[src/design/prqs_pkg.sv]
package prqs_pkg;

	// Field widths of the command and result words
	localparam int CMD_W  = 2;
	localparam int TID_W  = 4;
	localparam int PRIO_W = 3;

	// Input word: cmd, thread_id, prio from bit 0 up, padded to 16 bits
	localparam int S_DATA_W = 16;
	// Output word: switched, next_valid, next_thread, preempted, queue_fault
	localparam int M_DATA_W = 8;

	// Command codes
	typedef enum logic [CMD_W-1:0] {
		CMD_SCHEDULE = 2'd0,
		CMD_YIELD    = 2'd1,
		CMD_FINISH   = 2'd2,
		CMD_START    = 2'd3
	} cmd_t;

endpackage

[src/design/prqs_link_mem.sv]
// Per-thread next-pointer memory, one write and one registered read per cycle.
// A read that hits the address written in the same cycle returns the new data.
module prqs_link_mem #(
	parameter int DEPTH = 16,
	parameter int AW    = $clog2(DEPTH)
) (
	input  logic          clk,
	input  logic          we,
	input  logic [AW-1:0] waddr,
	input  logic [AW-1:0] wdata,
	input  logic          re,
	input  logic [AW-1:0] raddr,
	output logic [AW-1:0] rdata
);

	logic [AW-1:0] mem [DEPTH];

	// write port, and read port with write-through bypass
	always_ff @(posedge clk) begin
		if (we) begin
			mem[waddr] <= wdata;
		end
		if (re) begin
			if (we && (waddr == raddr)) begin
				rdata <= wdata;
			end else begin
				rdata <= mem[raddr];
			end
		end
	end

endmodule

[src/design/priority_ready_queue_scheduler.sv]
// Hardware thread scheduler with one FIFO ready list per priority level (0 is
// best), linked through a per-thread next pointer, and a bitmap of non-empty
// levels. Commands are schedule, yield, finish and start; each returns exactly
// one result word with the running thread after the command. One command is
// taken every cycle unless a held result stalls stage 1. A result passes the
// input register (prefetched head, tail and link reads), then the state
// update into the output register, which lets the next command enter while
// a result waits to be taken. Priorities >= NUM_LEVELS and thread ids >= NUM_THREADS
// saturate to the largest legal value. Queuing a thread twice is unsupported.
module priority_ready_queue_scheduler #(
	parameter int NUM_LEVELS  = 8,
	parameter int NUM_THREADS = 16
) (
	input  logic                          clk,
	input  logic                          arst_n,
	input  logic                          s_tvalid,
	output logic                          s_tready,
	// [1:0] cmd, [5:2] thread_id, [8:6] prio, [15:9] zero
	input  logic [prqs_pkg::S_DATA_W-1:0] s_tdata,
	output logic                          m_tvalid,
	input  logic                          m_tready,
	// [0] switched, [1] next_valid, [5:2] next_thread, [6] preempted,
	// [7] queue_fault
	output logic [prqs_pkg::M_DATA_W-1:0] m_tdata
);

	localparam int LW   = $clog2(NUM_LEVELS);
	localparam int TW   = $clog2(NUM_THREADS);
	localparam int TIDW = prqs_pkg::TID_W;

	// input word fields
	prqs_pkg::cmd_t          cmd_in;
	logic [TIDW-1:0]         tid_in;
	logic [prqs_pkg::PRIO_W-1:0] prio_in;
	logic [TW-1:0]           t_in;
	logic [LW-1:0]           p_in;
	logic                    in_fire;
	logic                    fire;

	// stage 1
	logic                    v_s1;
	prqs_pkg::cmd_t          cmd_s1;
	logic [TW-1:0]           t_s1;
	logic [LW-1:0]           p_s1;
	logic [TW-1:0]           head_s1;
	logic [TW-1:0]           tail_s1;
	logic [TW-1:0]           nl_s1;

	// scheduler state
	logic [NUM_LEVELS-1:0]   bitmap_q;
	logic [TW-1:0]           head_q [NUM_LEVELS];
	logic [TW-1:0]           tail_q [NUM_LEVELS];
	logic [TW-1:0]           rthread_q;
	logic                    rvalid_q;
	logic [LW-1:0]           rprio_q;
	logic                    started_q;

	// next state and writes
	logic [NUM_LEVELS-1:0]   bmp_nx;
	logic [NUM_LEVELS-1:0]   fb_bmp;
	logic [LW-1:0]           best;
	logic [TW-1:0]           fb_head;
	logic                    nonempty;
	logic                    is_head;
	logic                    tail_is_t;
	logic                    head_we;
	logic [TW-1:0]           head_wd;
	logic                    tail_we;
	logic                    link_we;
	logic                    head_wr;
	logic                    tail_wr;
	logic [TW-1:0]           rt_nx;
	logic                    rv_nx;
	logic [LW-1:0]           rp_nx;
	logic                    st_nx;
	logic                    pre;
	logic                    flt;
	logic [TW-1:0]           nt;
	logic [TW-1:0]           old_nt;
	logic                    sw;

	// output register
	logic                    m_valid_q;
	logic                    sw_q;
	logic                    nv_q;
	logic [TIDW-1:0]         nt_q;
	logic                    pre_q;
	logic                    flt_q;

	// unpack and saturate the incoming word
	assign cmd_in  = prqs_pkg::cmd_t'(s_tdata[1:0]);
	assign tid_in  = s_tdata[5:2];
	assign prio_in = s_tdata[8:6];
	assign t_in    = (int'(tid_in) >= NUM_THREADS) ? TW'(NUM_THREADS - 1) : TW'(tid_in);
	assign p_in    = (int'(prio_in) >= NUM_LEVELS) ? LW'(NUM_LEVELS - 1) : LW'(prio_in);

	// handshake: stage 1 advances whenever the output register is free
	assign fire     = v_s1 && (!m_valid_q || m_tready);
	assign s_tready = !v_s1 || fire;
	assign in_fire  = s_tvalid && s_tready;
	assign head_wr  = fire && head_we;
	assign tail_wr  = fire && tail_we;

	always_ff @(posedge clk or negedge arst_n) begin
		if (!arst_n) begin
			v_s1 <= 1'b0;
		end else if (in_fire) begin
			v_s1 <= 1'b1;
		end else if (fire) begin
			v_s1 <= 1'b0;
		end
	end

	// stage 1 payload and head/tail prefetch with bypass of the current write
	always_ff @(posedge clk) begin
		if (in_fire) begin
			cmd_s1 <= cmd_in;
			t_s1   <= t_in;
			p_s1   <= p_in;
			if (head_wr && (p_s1 == p_in)) begin
				head_s1 <= head_wd;
			end else begin
				head_s1 <= head_q[p_in];
			end
			if (tail_wr && (p_s1 == p_in)) begin
				tail_s1 <= t_s1;
			end else begin
				tail_s1 <= tail_q[p_in];
			end
		end
	end

	// next-pointer memory, read at the incoming thread
	prqs_link_mem #(
		.DEPTH (NUM_THREADS),
		.AW    (TW)
	) u_link (
		.clk   (clk),
		.we    (fire && link_we),
		.waddr (tail_s1),
		.wdata (t_s1),
		.re    (in_fire),
		.raddr (t_in),
		.rdata (nl_s1)
	);

	// command decode and state update
	always_comb begin
		nonempty  = bitmap_q[p_s1];
		is_head   = nonempty && (head_s1 == t_s1);
		tail_is_t = (tail_s1 == t_s1);
		bmp_nx    = bitmap_q;
		head_we   = 1'b0;
		head_wd   = t_s1;
		tail_we   = 1'b0;
		link_we   = 1'b0;
		rv_nx     = rvalid_q;
		rt_nx     = rthread_q;
		rp_nx     = rprio_q;
		st_nx     = started_q;
		pre       = 1'b0;
		flt       = 1'b0;

		// bitmap seen by the fallback: finish of a level's last thread empties it
		fb_bmp = bitmap_q;
		if ((cmd_s1 == prqs_pkg::CMD_FINISH) && is_head && tail_is_t) begin
			fb_bmp[p_s1] = 1'b0;
		end

		// priority encoder: lowest set level
		best = '0;
		for (int i = NUM_LEVELS - 1; i >= 0; i--) begin
			if (fb_bmp[i]) begin
				best = LW'(i);
			end
		end
		fb_head = head_q[best];

		case (cmd_s1)
			prqs_pkg::CMD_SCHEDULE: begin
				bmp_nx[p_s1] = 1'b1;
				if (!nonempty) begin
					head_we = 1'b1;
				end else begin
					link_we = 1'b1;
				end
				tail_we = 1'b1;
				if (started_q) begin
					if (!rvalid_q) begin
						rv_nx = 1'b1;
						rt_nx = t_s1;
						rp_nx = p_s1;
					end else if (rprio_q > p_s1) begin
						pre   = 1'b1;
						rv_nx = 1'b1;
						rt_nx = t_s1;
						rp_nx = p_s1;
					end
				end
			end
			prqs_pkg::CMD_YIELD: begin
				if (is_head) begin
					if (!tail_is_t) begin
						link_we = 1'b1;
						tail_we = 1'b1;
						head_we = 1'b1;
						head_wd = nl_s1;
						rv_nx   = 1'b1;
						rt_nx   = nl_s1;
						rp_nx   = p_s1;
					end
				end else begin
					flt = 1'b1;
					if (fb_bmp == '0) begin
						rv_nx = 1'b0;
					end else begin
						rv_nx = 1'b1;
						rt_nx = fb_head;
						rp_nx = best;
					end
				end
			end
			prqs_pkg::CMD_FINISH: begin
				if (is_head && !tail_is_t) begin
					head_we = 1'b1;
					head_wd = nl_s1;
					rv_nx   = 1'b1;
					rt_nx   = nl_s1;
					rp_nx   = p_s1;
				end else begin
					flt    = !is_head;
					bmp_nx = fb_bmp;
					if (fb_bmp == '0) begin
						rv_nx = 1'b0;
					end else begin
						rv_nx = 1'b1;
						rt_nx = fb_head;
						rp_nx = best;
					end
				end
			end
			prqs_pkg::CMD_START: begin
				st_nx = 1'b1;
				if (bitmap_q != '0) begin
					rv_nx = 1'b1;
					rt_nx = fb_head;
					rp_nx = best;
				end
			end
			default: begin
			end
		endcase

		// result fields
		nt     = rv_nx ? rt_nx : '0;
		old_nt = rvalid_q ? rthread_q : '0;
		sw     = (rv_nx != rvalid_q) || (nt != old_nt);
	end

	// control state
	always_ff @(posedge clk or negedge arst_n) begin
		if (!arst_n) begin
			bitmap_q  <= '0;
			rthread_q <= '0;
			rvalid_q  <= 1'b0;
			rprio_q   <= '0;
			started_q <= 1'b0;
		end else if (fire) begin
			bitmap_q  <= bmp_nx;
			rthread_q <= rt_nx;
			rvalid_q  <= rv_nx;
			rprio_q   <= rp_nx;
			started_q <= st_nx;
		end
	end

	// per-level head and tail registers
	always_ff @(posedge clk) begin
		if (head_wr) begin
			head_q[p_s1] <= head_wd;
		end
		if (tail_wr) begin
			tail_q[p_s1] <= t_s1;
		end
	end

	// output register
	always_ff @(posedge clk or negedge arst_n) begin
		if (!arst_n) begin
			m_valid_q <= 1'b0;
		end else if (fire) begin
			m_valid_q <= 1'b1;
		end else if (m_tready) begin
			m_valid_q <= 1'b0;
		end
	end

	always_ff @(posedge clk) begin
		if (fire) begin
			sw_q  <= sw;
			nv_q  <= rv_nx;
			nt_q  <= TIDW'(nt);
			pre_q <= pre;
			flt_q <= flt;
		end
	end

	assign m_tvalid = m_valid_q;
	assign m_tdata  = {flt_q, pre_q, nt_q, nv_q, sw_q};

endmodule

[config.mk]
export PLATFORM = sky130hd
export DESIGN_NAME = priority_ready_queue_scheduler
export DESIGN_NICKNAME = d
export VERILOG_FILES = /design/src/design/prqs_pkg.sv /design/src/design/prqs_link_mem.sv /design/src/design/priority_ready_queue_scheduler.sv
export SDC_FILE = /design/constraint.sdc
export NUM_CORES = 1
export LEC_CHECK = 0
export ABC_AREA = 1
export BUFFER_PORTS_ARGS = -buffer_cell sky130_fd_sc_hd__buf_4
export CORE_ASPECT_RATIO = 0.7
export CORE_UTILIZATION = 48
export DETAILED_ROUTE_END_ITERATION = 8
export PLACE_DENSITY = 0.66
export SKIP_CTS_REPAIR_TIMING = 1
export SYNTH_ARGS = -nofsm -noshare
export SYNTH_HDL_FRONTEND = slang
export SYNTH_SLANG_ARGS = --single-unit
[constraint.sdc]
create_clock -name clk -period 3.6 [get_ports clk]
set_clock_uncertainty 0.05 [all_clocks]
set_input_delay 0.72 -clock clk [delete_from_list [all_inputs] [get_ports clk]]
set_output_delay 0.72 -clock clk [all_outputs]
set_load 0.01 [all_outputs]
== Yosys cells after proc, flatten, opt, wreduce, memory -nomap -nowiden ==
Memories as Yosys holds them, arrays and structs flattened. A register that Yosys moved wholly into a read port is not among the register bits.
Index checks and enable logic that the tools add are counted.

* Register bits after elaboration: 36
* Bits in writable memories: 128
* Output and inout bits: 10
* Logic and storage cells: 131
* Memories kept: 3

{| class="wikitable"
|+ Memory list
! memory !! words !! bits a word !! rd ports !! clocked after memory_dff !! wr ports !! line !! RTL
|-
| u_link.mem || 16 || 4 || 1 || 1 || 1 || prqs_link_mem.sv:16 || <nowiki>logic [AW-1:0] mem [DEPTH];</nowiki>
|-
| head_q || 8 || 4 || 2 || 1 || 1 || priority_ready_queue_scheduler.sv:51 || <nowiki>logic [TW-1:0] head_q [NUM_LEVELS];</nowiki>
|-
| tail_q || 8 || 4 || 1 || 1 || 1 || priority_ready_queue_scheduler.sv:52 || <nowiki>logic [TW-1:0] tail_q [NUM_LEVELS];</nowiki>
|}

* $lt $le $gt $ge: 3
* Eq/ne operators: 12
* Multiplexer cells: 68
* Bitwise logic cells: 3
* Reductions and logical operators: 27

{| class="wikitable"
|+ Operators by type and width
! operator !! count
|-
| 2-to-1 mux 4 bit || 13
|-
| 2-to-1 mux 3 bit || 16
|-
| 2-to-1 mux 1 bit || 26
|-
| 2-to-1 mux 8 bit || 2
|-
| case mux 4 bit (4 select lines) || 1
|-
| case mux 8 bit (2 select lines) || 1
|-
| case mux 3 bit (4 select lines) || 1
|-
| logical AND 1 bit || 10
|-
| bitwise AND 8 bit || 1
|-
| == test 4 bit || 2
|-
| logical NOT 8 bit || 1
|-
| NOT 8 bit || 1
|-
| bitwise OR 8 bit || 1
|-
| case mux 4 bit (2 select lines) || 1
|-
| nonzero test 8 bit || 1
|-
| != test 2 bit (second input constant) || 3
|-
| != test 3 bit (second input constant) || 2
|-
| case mux 1 bit (2 select lines) || 3
|-
| AND reduction 3 bit || 2
|-
| nonzero test 2 bit || 3
|-
| AND reduction 5 bit || 1
|-
| == test 2 bit (second input constant) || 2
|-
| logical NOT 1 bit || 4
|-
| less-than comparator 3 x 4 -> 1 bit (second input constant) || 1
|-
| other kinds (12) || 14
|}

== Longest topological paths before layout ==
Gate-level depths: netlist of the first run.
An unclocked memory read counts as a cell.

* Depth after elaboration: 22
* Gate-level depth with buffers: 32
* Gate-level depth less buffers: 31

== Modules after synthesis ==
Synthesis of the first run repeated with hierarchy kept, for this count alone.

* Cell total of the unflattened synthesis: 946
* Area, all modules: 9,018.6 um^2

{| class="wikitable"
|+ By module, submodules not included
! module !! instances !! cells an instance !! area an instance (um^2) !! sequential area each (um^2)
|-
| priority_ready_queue_scheduler || 1 || 634 || 5,886.9 || 3,148.0
|-
| prqs_link_mem || 1 || 312 || 3,131.8 || 2,042.0
|}

== Worst setup path after synthesis of the first run ==
OpenSTA, ideal clock, no wires.

* Kind: reg2reg
* From: reg t_s1[0]
* To: reg sw_q (data pin)
* Library setup time: 260 ps
* Arrival: 2,970 ps
* Required time: 3,290 ps
* Path slack: 321 ps
* Stages on the path, launching flop included: 21
* Buffers on the path: 0
* Cells stage by stage: edfxtp_1 -> xnor2_1 -> nand2_1 -> nor2_1 -> nand4_4 -> o21ai_4 -> nand2_2 -> a31oi_4 -> inv_4 -> nand3_1 -> nand3_1 -> nand3_1 -> nand2_1 -> nand2_1 -> nand2_1 -> nand2_1 -> nand3_1 -> nand2_1 -> inv_1 -> nor2_1 -> nand3_1

* Longest elaborated chain between the ends: 20
* Elaborated cells on any way between the ends: 36
* Those cells by class: eq/ne (4); mux (24); reduce/logical (7); memory (1)

{| class="wikitable"
|+ Ends and longest elaborated chain
! what !! line !! RTL
|-
| start, declared || priority_ready_queue_scheduler.sv:43 || <nowiki>logic [TW-1:0] t_s1;</nowiki>
|-
| start signal, assigned || priority_ready_queue_scheduler.sv:118 || <nowiki>t_s1 <= t_in;</nowiki>
|-
| == test 4 bit || priority_ready_queue_scheduler.sv:150 || <nowiki>is_head = nonempty && (head_s1 == t_s1);</nowiki>
|-
| logical AND 1 bit || priority_ready_queue_scheduler.sv:150 ||
|-
| logical AND 1 bit (2 in series) || priority_ready_queue_scheduler.sv:166 || <nowiki>if ((cmd_s1 == prqs_pkg::CMD_FINISH) && is_head && tail_is_t) begin</nowiki>
|-
| 2-to-1 mux 8 bit || priority_ready_queue_scheduler.sv:166 ||
|-
| 2-to-1 mux 3 bit (8 in series) || priority_ready_queue_scheduler.sv:173 || <nowiki>if (fb_bmp[i]) begin</nowiki>
|-
| memory (8 x 4 bit) || - ||
|-
| 2-to-1 mux 4 bit || priority_ready_queue_scheduler.sv:214, priority_ready_queue_scheduler.sv:233 ||
|-
| 2-to-1 mux 4 bit, on equally long branches || priority_ready_queue_scheduler.sv:224, priority_ready_queue_scheduler.sv:202 ||
|-
| case mux 4 bit (4 select lines) || priority_ready_queue_scheduler.sv:179 || <nowiki>case (cmd_s1)</nowiki>
|-
| 2-to-1 mux 4 bit || priority_ready_queue_scheduler.sv:255 || <nowiki>nt = rv_nx ? rt_nx : '0;</nowiki>
|-
| != test 4 bit || priority_ready_queue_scheduler.sv:257 || <nowiki>sw = (rv_nx != rvalid_q) || (nt != old_nt);</nowiki>
|-
| logical OR 1 bit (*) || priority_ready_queue_scheduler.sv:257 ||
|-
| via sw || priority_ready_queue_scheduler.sv:80 || <nowiki>logic sw;</nowiki>
|-
| end signal, assigned || priority_ready_queue_scheduler.sv:300 || <nowiki>sw_q <= sw;</nowiki>
|-
| end, declared || priority_ready_queue_scheduler.sv:84 || <nowiki>logic sw_q;</nowiki>
|}

Mark *: on every way through the listed nets, which the timed path passes. The rest lies on a longest branch.
A chain may end at the register's enable or synchronous reset.

== Final worst setup path of the first run ==
* From: reg p_s1[2]
* To: reg sw_q (data pin)

* Longest elaborated chain between the ends: 22
* Elaborated cells on any way between the ends: 41
* Those cells by class: order compare (3); eq/ne (2); mux (26); bitwise (2); reduce/logical (7); memory (1)

{| class="wikitable"
|+ Ends and longest elaborated chain
! what !! line !! RTL
|-
| start, declared || priority_ready_queue_scheduler.sv:44 || <nowiki>logic [LW-1:0] p_s1;</nowiki>
|-
| start signal, assigned || priority_ready_queue_scheduler.sv:119 || <nowiki>p_s1 <= p_in;</nowiki>
|-
| less-than comparator 3 x 4 -> 1 bit (not written as such) / >= comparator 3 x 1 -> 1 bit (equally long branches) || priority_ready_queue_scheduler.sv:167 || <nowiki>fb_bmp[p_s1] = 1'b0;</nowiki>
|-
| logical AND 1 bit (not written as such) || priority_ready_queue_scheduler.sv:167 ||
|-
| 2-to-1 mux 1 bit (not written as such) || priority_ready_queue_scheduler.sv:167 ||
|-
| demux 1 bit (select 3 bit) || priority_ready_queue_scheduler.sv:167 ||
|-
| NOT 8 bit (no source line) || - ||
|-
| bitwise AND 8 bit (no source line) || - ||
|-
| 2-to-1 mux 8 bit || priority_ready_queue_scheduler.sv:166 ||
|-
| 2-to-1 mux 3 bit (8 in series) || priority_ready_queue_scheduler.sv:173 ||
|-
| memory (8 x 4 bit) || - ||
|-
| 2-to-1 mux 4 bit || priority_ready_queue_scheduler.sv:214, priority_ready_queue_scheduler.sv:233 ||
|-
| 2-to-1 mux 4 bit, on equally long branches || priority_ready_queue_scheduler.sv:224, priority_ready_queue_scheduler.sv:202 ||
|-
| case mux 4 bit (4 select lines) || priority_ready_queue_scheduler.sv:179 ||
|-
| 2-to-1 mux 4 bit || priority_ready_queue_scheduler.sv:255 ||
|-
| != test 4 bit || priority_ready_queue_scheduler.sv:257 ||
|-
| logical OR 1 bit (*) || priority_ready_queue_scheduler.sv:257 ||
|-
| via sw || priority_ready_queue_scheduler.sv:80 ||
|}

Mark *: on every way through the listed nets, which the timed path passes. The rest lies on a longest branch. The select of a mux whose other input is x is not followed.

==> impl_metrics.yaml, run 1 <==
run_status:
  status: "finished clean"
timing:
  worst-slew-pin-transition_ns: 0.993
  rsz0062_at_grt: "yes"
  min_period_over_period: 0.980
  finalSetupViolCount: 0
  slew_headroom: 0.337
  setup_ws_ns: 0.0729
  final_max_slew_viol_count: 0
  timing.final.hold_violations: 0
  maxClockFrequency_mhz: 284
  finalCriticalPeriod_ns: 3.53
logic_synthesis:
  synth_cell_types: 46
  yosysWarnings: 0
  synth_seq_area_share: 0.597
  synthesis.area_um2: 8700
  syn-num-nets: 875
  synth.ff_latch_count: 176
  syn_inst: 848
  syn_avg_cell_area_um2: 10.3
global_routing:
  antenna_found_initial: 0
  grt-ovfl-total: 0
  grt_pass1_wl_um: 34200
  grt_pass1_vias: 6065
  grt_max_degree: 51
  grt_util_all_layers: 0.249
die:
  design.core.area_um2: 17400
  dieArea_um2: 18700
  rows: 40
  die_width_um: 163
  ioPinCount: 30
  initial_utilization: 0.499
  die_y_um: 115
final_layout:
  design_area_um2: 10200
  final_util: 0.587
  drive_gt1_frac: 0.181
  n_antenna_cell: 0
  fillCellCount: 1473
  seqCellArea_um2: 5190
  multi_input_area_um2: 3210
  syn2layout_area_growth_pct: 17.5
  nNetsFinal: 928
min_path:
  hp-class: "in2async"
critical_path:
  timing.rr.start: "p_s1[2]"
  critPathBufInv: 2
  crit_path_max_incr_delay_ns: 0.56
  critical_path.most_common_cell: "nand2_1"
  reg2reg_to: "sw_q"
  cp_top_family: "simple AND/OR/NAND/NOR gates"
  reg2reg_slack_ns: 0.07
  reg2reg_depth: 28
  startpoint_type: "register"
  required_ns: 3.73
  slowest_stage: "edfxtp_1"
  endpoint_kind: "register"
  cp.arrival_ns: 3.66
  critPathKind: "reg2reg"
  worst-path-max-fanout: 8
run:
  max_cap_violations: 0
cts:
  h-tree-depth: 4
  root_buffer: "clkbuf_16"
  clock_latency_ns: 0.44
  cts.sinks: 176
  cts_buffers: 17
  clk_pin_slew_ns: 0.07
  cts_tree: "done"
  cts_buffer_depth: 2
drt:
  vias_per_cell: 5.79
  dr.first_iter.drc_count: 886
  wirelength_um: 22400
  wl_per_cell_um: 19.6
  ant_nets: 0
  firstDrtPassIters: 6
  vias: 6627
  drc: 0
pwr:
  power_density_nw_per_um2: 498
  leakage_nw: 3.92
  irDropWorstVdd_v: 0.000281
place:
  gp_congestion: 0.949
  hpwl_um: 15400
  port_buffers: 22
  place_ws_ns: 0.0306
  placedInstanceArea_um2: 9260
how the worst max path moves through the flow:
stage | startpoint | to | slack (ns) | cells after the start
floorplan | t_s1[0] | sw_q | 0.32 | 20
global placement | p_s1[1] | sw_q | 0.07 | 27
detailed placement | p_s1[1] | sw_q | 0.03 | 23
CTS | p_s1[1] | sw_q | -0.04 | 27
global route | p_s1[2] | sw_q | -0.15 | 26
finish | p_s1[2] | sw_q | 0.07 | 28
where the power goes:
part	switching [mW]	leakage (nW)	internal, mW
Combinational	0.445	1.97	0.223
Sequential	0.0614	1.64	2.33
Clock	0.840	0.315	1.19
Total	1.35	3.92	3.74
Yosys cell counts (all sizes together):
library cell  count  area share
a211oi            4      0.0035
a21oi            51       0.029
a221o             8      0.0092
a22oi             1     0.00086
a31o              1      0.0010
a31oi             9      0.0082
a32o              1      0.0012
buf              15       0.012
clkbuf           20      0.0086
dfrtp            19       0.055
edfxtp          157        0.54
ha                7       0.010
inv              83       0.036
mux2i            16       0.018
nand2           151       0.068
nand3            76       0.044
nand3b            1     0.00086
nand4            11       0.010
nor2             84       0.041
nor3              4      0.0029
nor4              2      0.0014
o211ai           26       0.022
o21ai            66       0.041
o21bai            1      0.0013
o221ai            5      0.0050
o22ai             8      0.0058
o311ai            8      0.0081
o31ai             1     0.00086
xnor2             8      0.0081
xor2              4      0.0040
stage by stage:
step | hold WS, ns | total power [mW] | instances | TNS [ns]
after floorplan | 0.374 | 2.84 | 848 | 0
after global placement | 0.442 | 3.06 | 1100 | 0
after detailed placement | 0.446 | 3.07 | 1100 | 0
after CTS | 0.106 | 5.08 | 1132 | -0.0368
after global routing | 0.123 | 5.27 | 1145 | -0.151
final | 0.105 | 5.09 | 1145 | 0
layout by cell type, fill, tap and decap left out, drive strengths merged:
cell type  Yosys  layout
nand3         76      76
a22oi          1       1
dfrtp         19      19
bufinv         0       4
nor4           2       2
o211ai        26      26
o31ai          1       1
a31o           1       1
buf           15      68
xor2           4       4
o221ai         5       5
o21ai         66      66
o22ai          8       8
edfxtp       157     157
a31oi          9       9
nand4         11      11
ha             7       7
a221o          8       8
nand3b         1       1
nor2          84      84
inv           83      89
a21oi         51      51
xnor2          8       8
o21bai         1       1
a211oi         4       4
clkbuf        20      18
nor3           4       4
clkinv         0       3
nand2        151     151
mux2i         16      16
a32o           1       1
o311ai         8       8
clkinvlp       0       2
flip-flops by register name, summed over array words and instances, names as in the netlist:
| register | flops |
|---|---|
| t_s1 | 4 |
| u_link.mem | 64 |
| cmd_s1 | 2 |
| tail_s1 | 4 |
| sw_q | 1 |
| rprio_q | 3 |
| head_q | 32 |
| tail_q | 32 |
| flt_q | 1 |
| v_s1 | 1 |
| pre_q | 1 |
| rthread_q | 4 |
| m_tvalid | 1 |
| nv_q | 1 |
| u_link.rdata | 4 |
| started_q | 1 |
| bitmap_q | 8 |
| head_s1 | 4 |
| rvalid_q | 1 |
| nt_q | 4 |
| p_s1 | 3 |
cell type report:
type,instances,area share
multi-input cells,554,0.314
clock inverters,15,0.0217
well taps,231,0.0283
repair buffers,69,0.0552
clock buffers,17,0.0416
flip-flops and latches,176,0.508
inverters,83,0.0316
kinds of logic (layout without fill, tap and decap cells):
family                     after synthesis  after routing  share of synthesized area
AOI/OAI and AO/OA                      190            190                      0.138
buffers and inverters                  118            184                     0.0565
DFF                                    176            176                      0.597
and+or+nand+nor                        329            329                      0.168
adders and majority gates                7              7                     0.0101
xor gates and xnor gates                12             12                     0.0121
muxes                                   16             16                     0.0184
metal layers:
metal	wire [um]	global-route usage
met1	10700	0.372
met2	9250	0.339
met3	2220	0.0898
met4	268	0.0623
met5	0	0
Note: power is estimated with default switching activity, not from simulation.
==> run 2: changes to the inputs <==
--- a/config.mk
+++ b/config.mk
@@ -5,7 +5,6 @@
 export SDC_FILE = /design/constraint.sdc
 export NUM_CORES = 1
 export LEC_CHECK = 0
-export ABC_AREA = 1
 export BUFFER_PORTS_ARGS = -buffer_cell sky130_fd_sc_hd__buf_4
 export CORE_ASPECT_RATIO = 0.7
 export CORE_UTILIZATION = 48
==> run 2 against run 1 <==
  * The flow now finishes with violations (negative setup slack)
  * Clock power decreased by 15%
  * Largest power group unchanged
  * Synthesized area up 0.42%
  * Critical path type unchanged
  * Register-to-register slack lost 0.33 ns
==> impl_metrics.yaml, run 2 <==
logic_synthesis:
  yosysWarnings: 0
  synth_top_family_by_area: "compound AO/OA/AOI/OAI gates"
  synth-edff-count: 157
  syn-num-nets: 658
  synthesis.area_um2: 8730
  synth_compound_gate_area_share: 0.133
  synth-simple-area-share: 0.0970
  synthAdderAreaFrac: 0.0100
  netlist.top_cell.by_area: "edfxtp_1"
  synth_top_area_share: 0.540
  syn_avg_cell_area_um2: 13.8
  synth_area_leaders: "edfxtp_1 54%, mux4_2 9.3%, dfrtp_1 5.4%"
  synth.area.mux_share: 0.118
  async_flop_share: 0.108
  synth_seq_area_share: 0.594
  synth_common_cells: "157 x edfxtp_1, 53 x nor2_1, 43 x nand2_1, 43 x o21ai_0, 36 x mux4_2"
  synth_ff_type: "edfxtp_1"
  syn_inst: 631
  yosys.area_share.xor_xnor: 0.0168
  synth.ff_latch_count: 176
  synth_most_common_cell: "edfxtp_1"
  synth_cell_types: 83
final_layout:
  final_util: 0.610
  reg_top3: "u_link.mem: 64 flops, head_q: 32 flops, tail_q: 32 flops"
  regMostFlops: "u_link.mem"
  nNetsFinal: 775
  fillCellCount: 1289
  drive_gt1_frac: 0.345
  syn2layout_area_growth_pct: 22.0
  design_area_um2: 10700
  final_common_cell: "edfxtp_1"
  largest_reg_flops: 64
  n_antenna_cell: 0
  final_cell_mix: "157 x edfxtp_1, 129 x buf_4, 53 x nor2_1, 43 x nand2_1, 40 x o21ai_0"
timing:
  slew_headroom: 0.315
  worst-slew-pin-transition_ns: 1.03
  finalCriticalPeriod_ns: 3.86
  min_period_over_period: 1.07
  rsz0062_at_grt: "yes"
  final_max_slew_viol_count: 0
  timing.final.hold_violations: 0
  setup_ws_ns: -0.256
  finalSetupViolCount: 2
  maxClockFrequency_mhz: 259
die:
  design.core.area_um2: 17500
  dieArea_um2: 18700
  die_y_um: 115
  initial_utilization: 0.500
  die_width_um: 163
  ioPinCount: 30
  rows: 40
drt:
  wl_met3_um: 1510
  firstDrtPassIters: 5
  drc: 0
  route.met2.wl_um: 9630
  ant_nets: 0
  vias: 5948
  wl_per_cell_um: 22.0
  vias_per_cell: 6.01
  dr.first_iter.drc_count: 599
  wirelength_um: 21800
  top_layer: "met4"
  wl_met1_um: 10400
critical_path:
  critPathKind: "reg2reg"
  required_ns: 3.71
  reg2reg_slack_ns: -0.26
  critical_path.most_common_cell: "buf_4"
  cp_top_family: "compound AO/OA/AOI/OAI gates"
  reg2reg_to: "sw_q"
  worst-path-max-fanout: 6
  cp.arrival_ns: 3.96
  slowest_stage: "edfxtp_1"
  crit_path_max_incr_delay_ns: 0.50
  critPathBufInv: 4
  timing.rr.start: "t_s1[2]"
  startpoint_type: "register"
  crit_path_start: "t_s1[2]"
  reg2reg_depth: 15
  endpoint_kind: "register"
  path_cells: "buf_6 -> xnor2_4 -> nand4_4 -> or2_4 -> buf_4 -> o41a_1 -> a21boi_1 -> buf_4 -> o22ai_4 -> buf_4 -> o31ai_4 -> a21oi_4 -> a211o_1 -> o21ai_1 -> nand4b_1"
global_routing:
  grt_util_all_layers: 0.244
  antenna_found_initial: 0
  grt-ovfl-total: 0
  grt_pass1_vias: 5874
  grt_max_degree: 29
  grt_pass1_wl_um: 33500
place:
  port_buffers: 22
  hpwl_um: 15700
  gp_congestion: 0.959
  placedInstanceArea_um2: 9820
min_path:
  hp-class: "in2async"
cts:
  clk_pin_slew_ns: 0.07
  cts.sinks: 176
  cts_buffer_depth: 2
  clock_latency_ns: 0.43
  root_buffer: "clkbuf_16"
  cts_tree: "done"
  cts_buffers: 17
  h-tree-depth: 4
pwr:
  irDropWorstVdd_v: 0.000316
  leakage_nw: 3.81
  power_density_nw_per_um2: 542
run_status:
  status: "finished, violations left"
  violations: "negative setup slack"
run:
  max_cap_violations: 0
[run 2: cell types whose count changed in the layout (fill, tap and decap cells not counted), moves of 18 or more]
cell	change
o21ai_0	-19
nand2_1	-92
nand3_2	-18
nand3_1	-37
nor2_1	-22
buf_4	+64
mux4_2	+36
o211ai_1	-22
a21oi_1	-36
inv_1	-57
[run 2: worst max path at each step]
stage / to / cells after the start
2_1_floorplan: sw_q / 14
3_3_place_gp: sw_q / 14
3_5_place_dp: sw_q / 14
4_1_cts: sw_q / 14
5_1_grt: sw_q / 15
6_report: sw_q / 15
[run 2: final cells by class]
class / count / area, um2 / share of cell area
flip-flops and latches: 176 / 5190 / 0.487
multi-input cells: 398 / 3500 / 0.328
repair buffers: 135 / 1060 / 0.0997
clock buffers: 18 / 429 / 0.0403
well taps: 231 / 289 / 0.0271
clock inverters: 12 / 110 / 0.0103
inverters: 20 / 78.8 / 0.00740
[run 2: where the power goes]
| group | total (mW) | switching, mW | internal [mW] |
|---|---|---|---|
| clock network | 1.73 | 0.783 | 0.949 |
| logic | 1.61 | 0.842 | 0.765 |
| registers | 2.44 | 0.0941 | 2.35 |
| total | 5.78 | 1.72 | 4.06 |
[run 2: cell families (layout without fill, tap and decap cells)]
logic type / count (synthesis) / count (layout)
muxes: 57 / 57
adders and majority gates: 7 / 7
DFF: 176 / 176
and+or+nand+nor: 173 / 174
buffers and inverters: 58 / 185
xor gates and xnor gates: 15 / 15
AOI/OAI and AO/OA: 145 / 145
[run 2: metal layers]
layer | up-vias | GRT usage
li1 | 2704 | -
met3 | 27 | 0.0465
met2 | 236 | 0.353
met1 | 2981 | 0.371
met5 | - | 0
met4 | 0 | 0.0785
[run 2: per-stage QoR]
step	TNS (ns)	setup WS (ns)	std cells	power [mW]	hold WS, ns
final	-0.302	-0.256	990	5.78	0.128
after global routing	-0.905	-0.360	990	6.00	0.121
after CTS	-0.946	-0.387	977	5.58	0.114
after detailed placement	-0.825	-0.368	947	3.86	0.435
after global placement	-0.384	-0.264	947	3.83	0.416
after floorplan	-0.0454	-0.0454	631	3.30	0.374
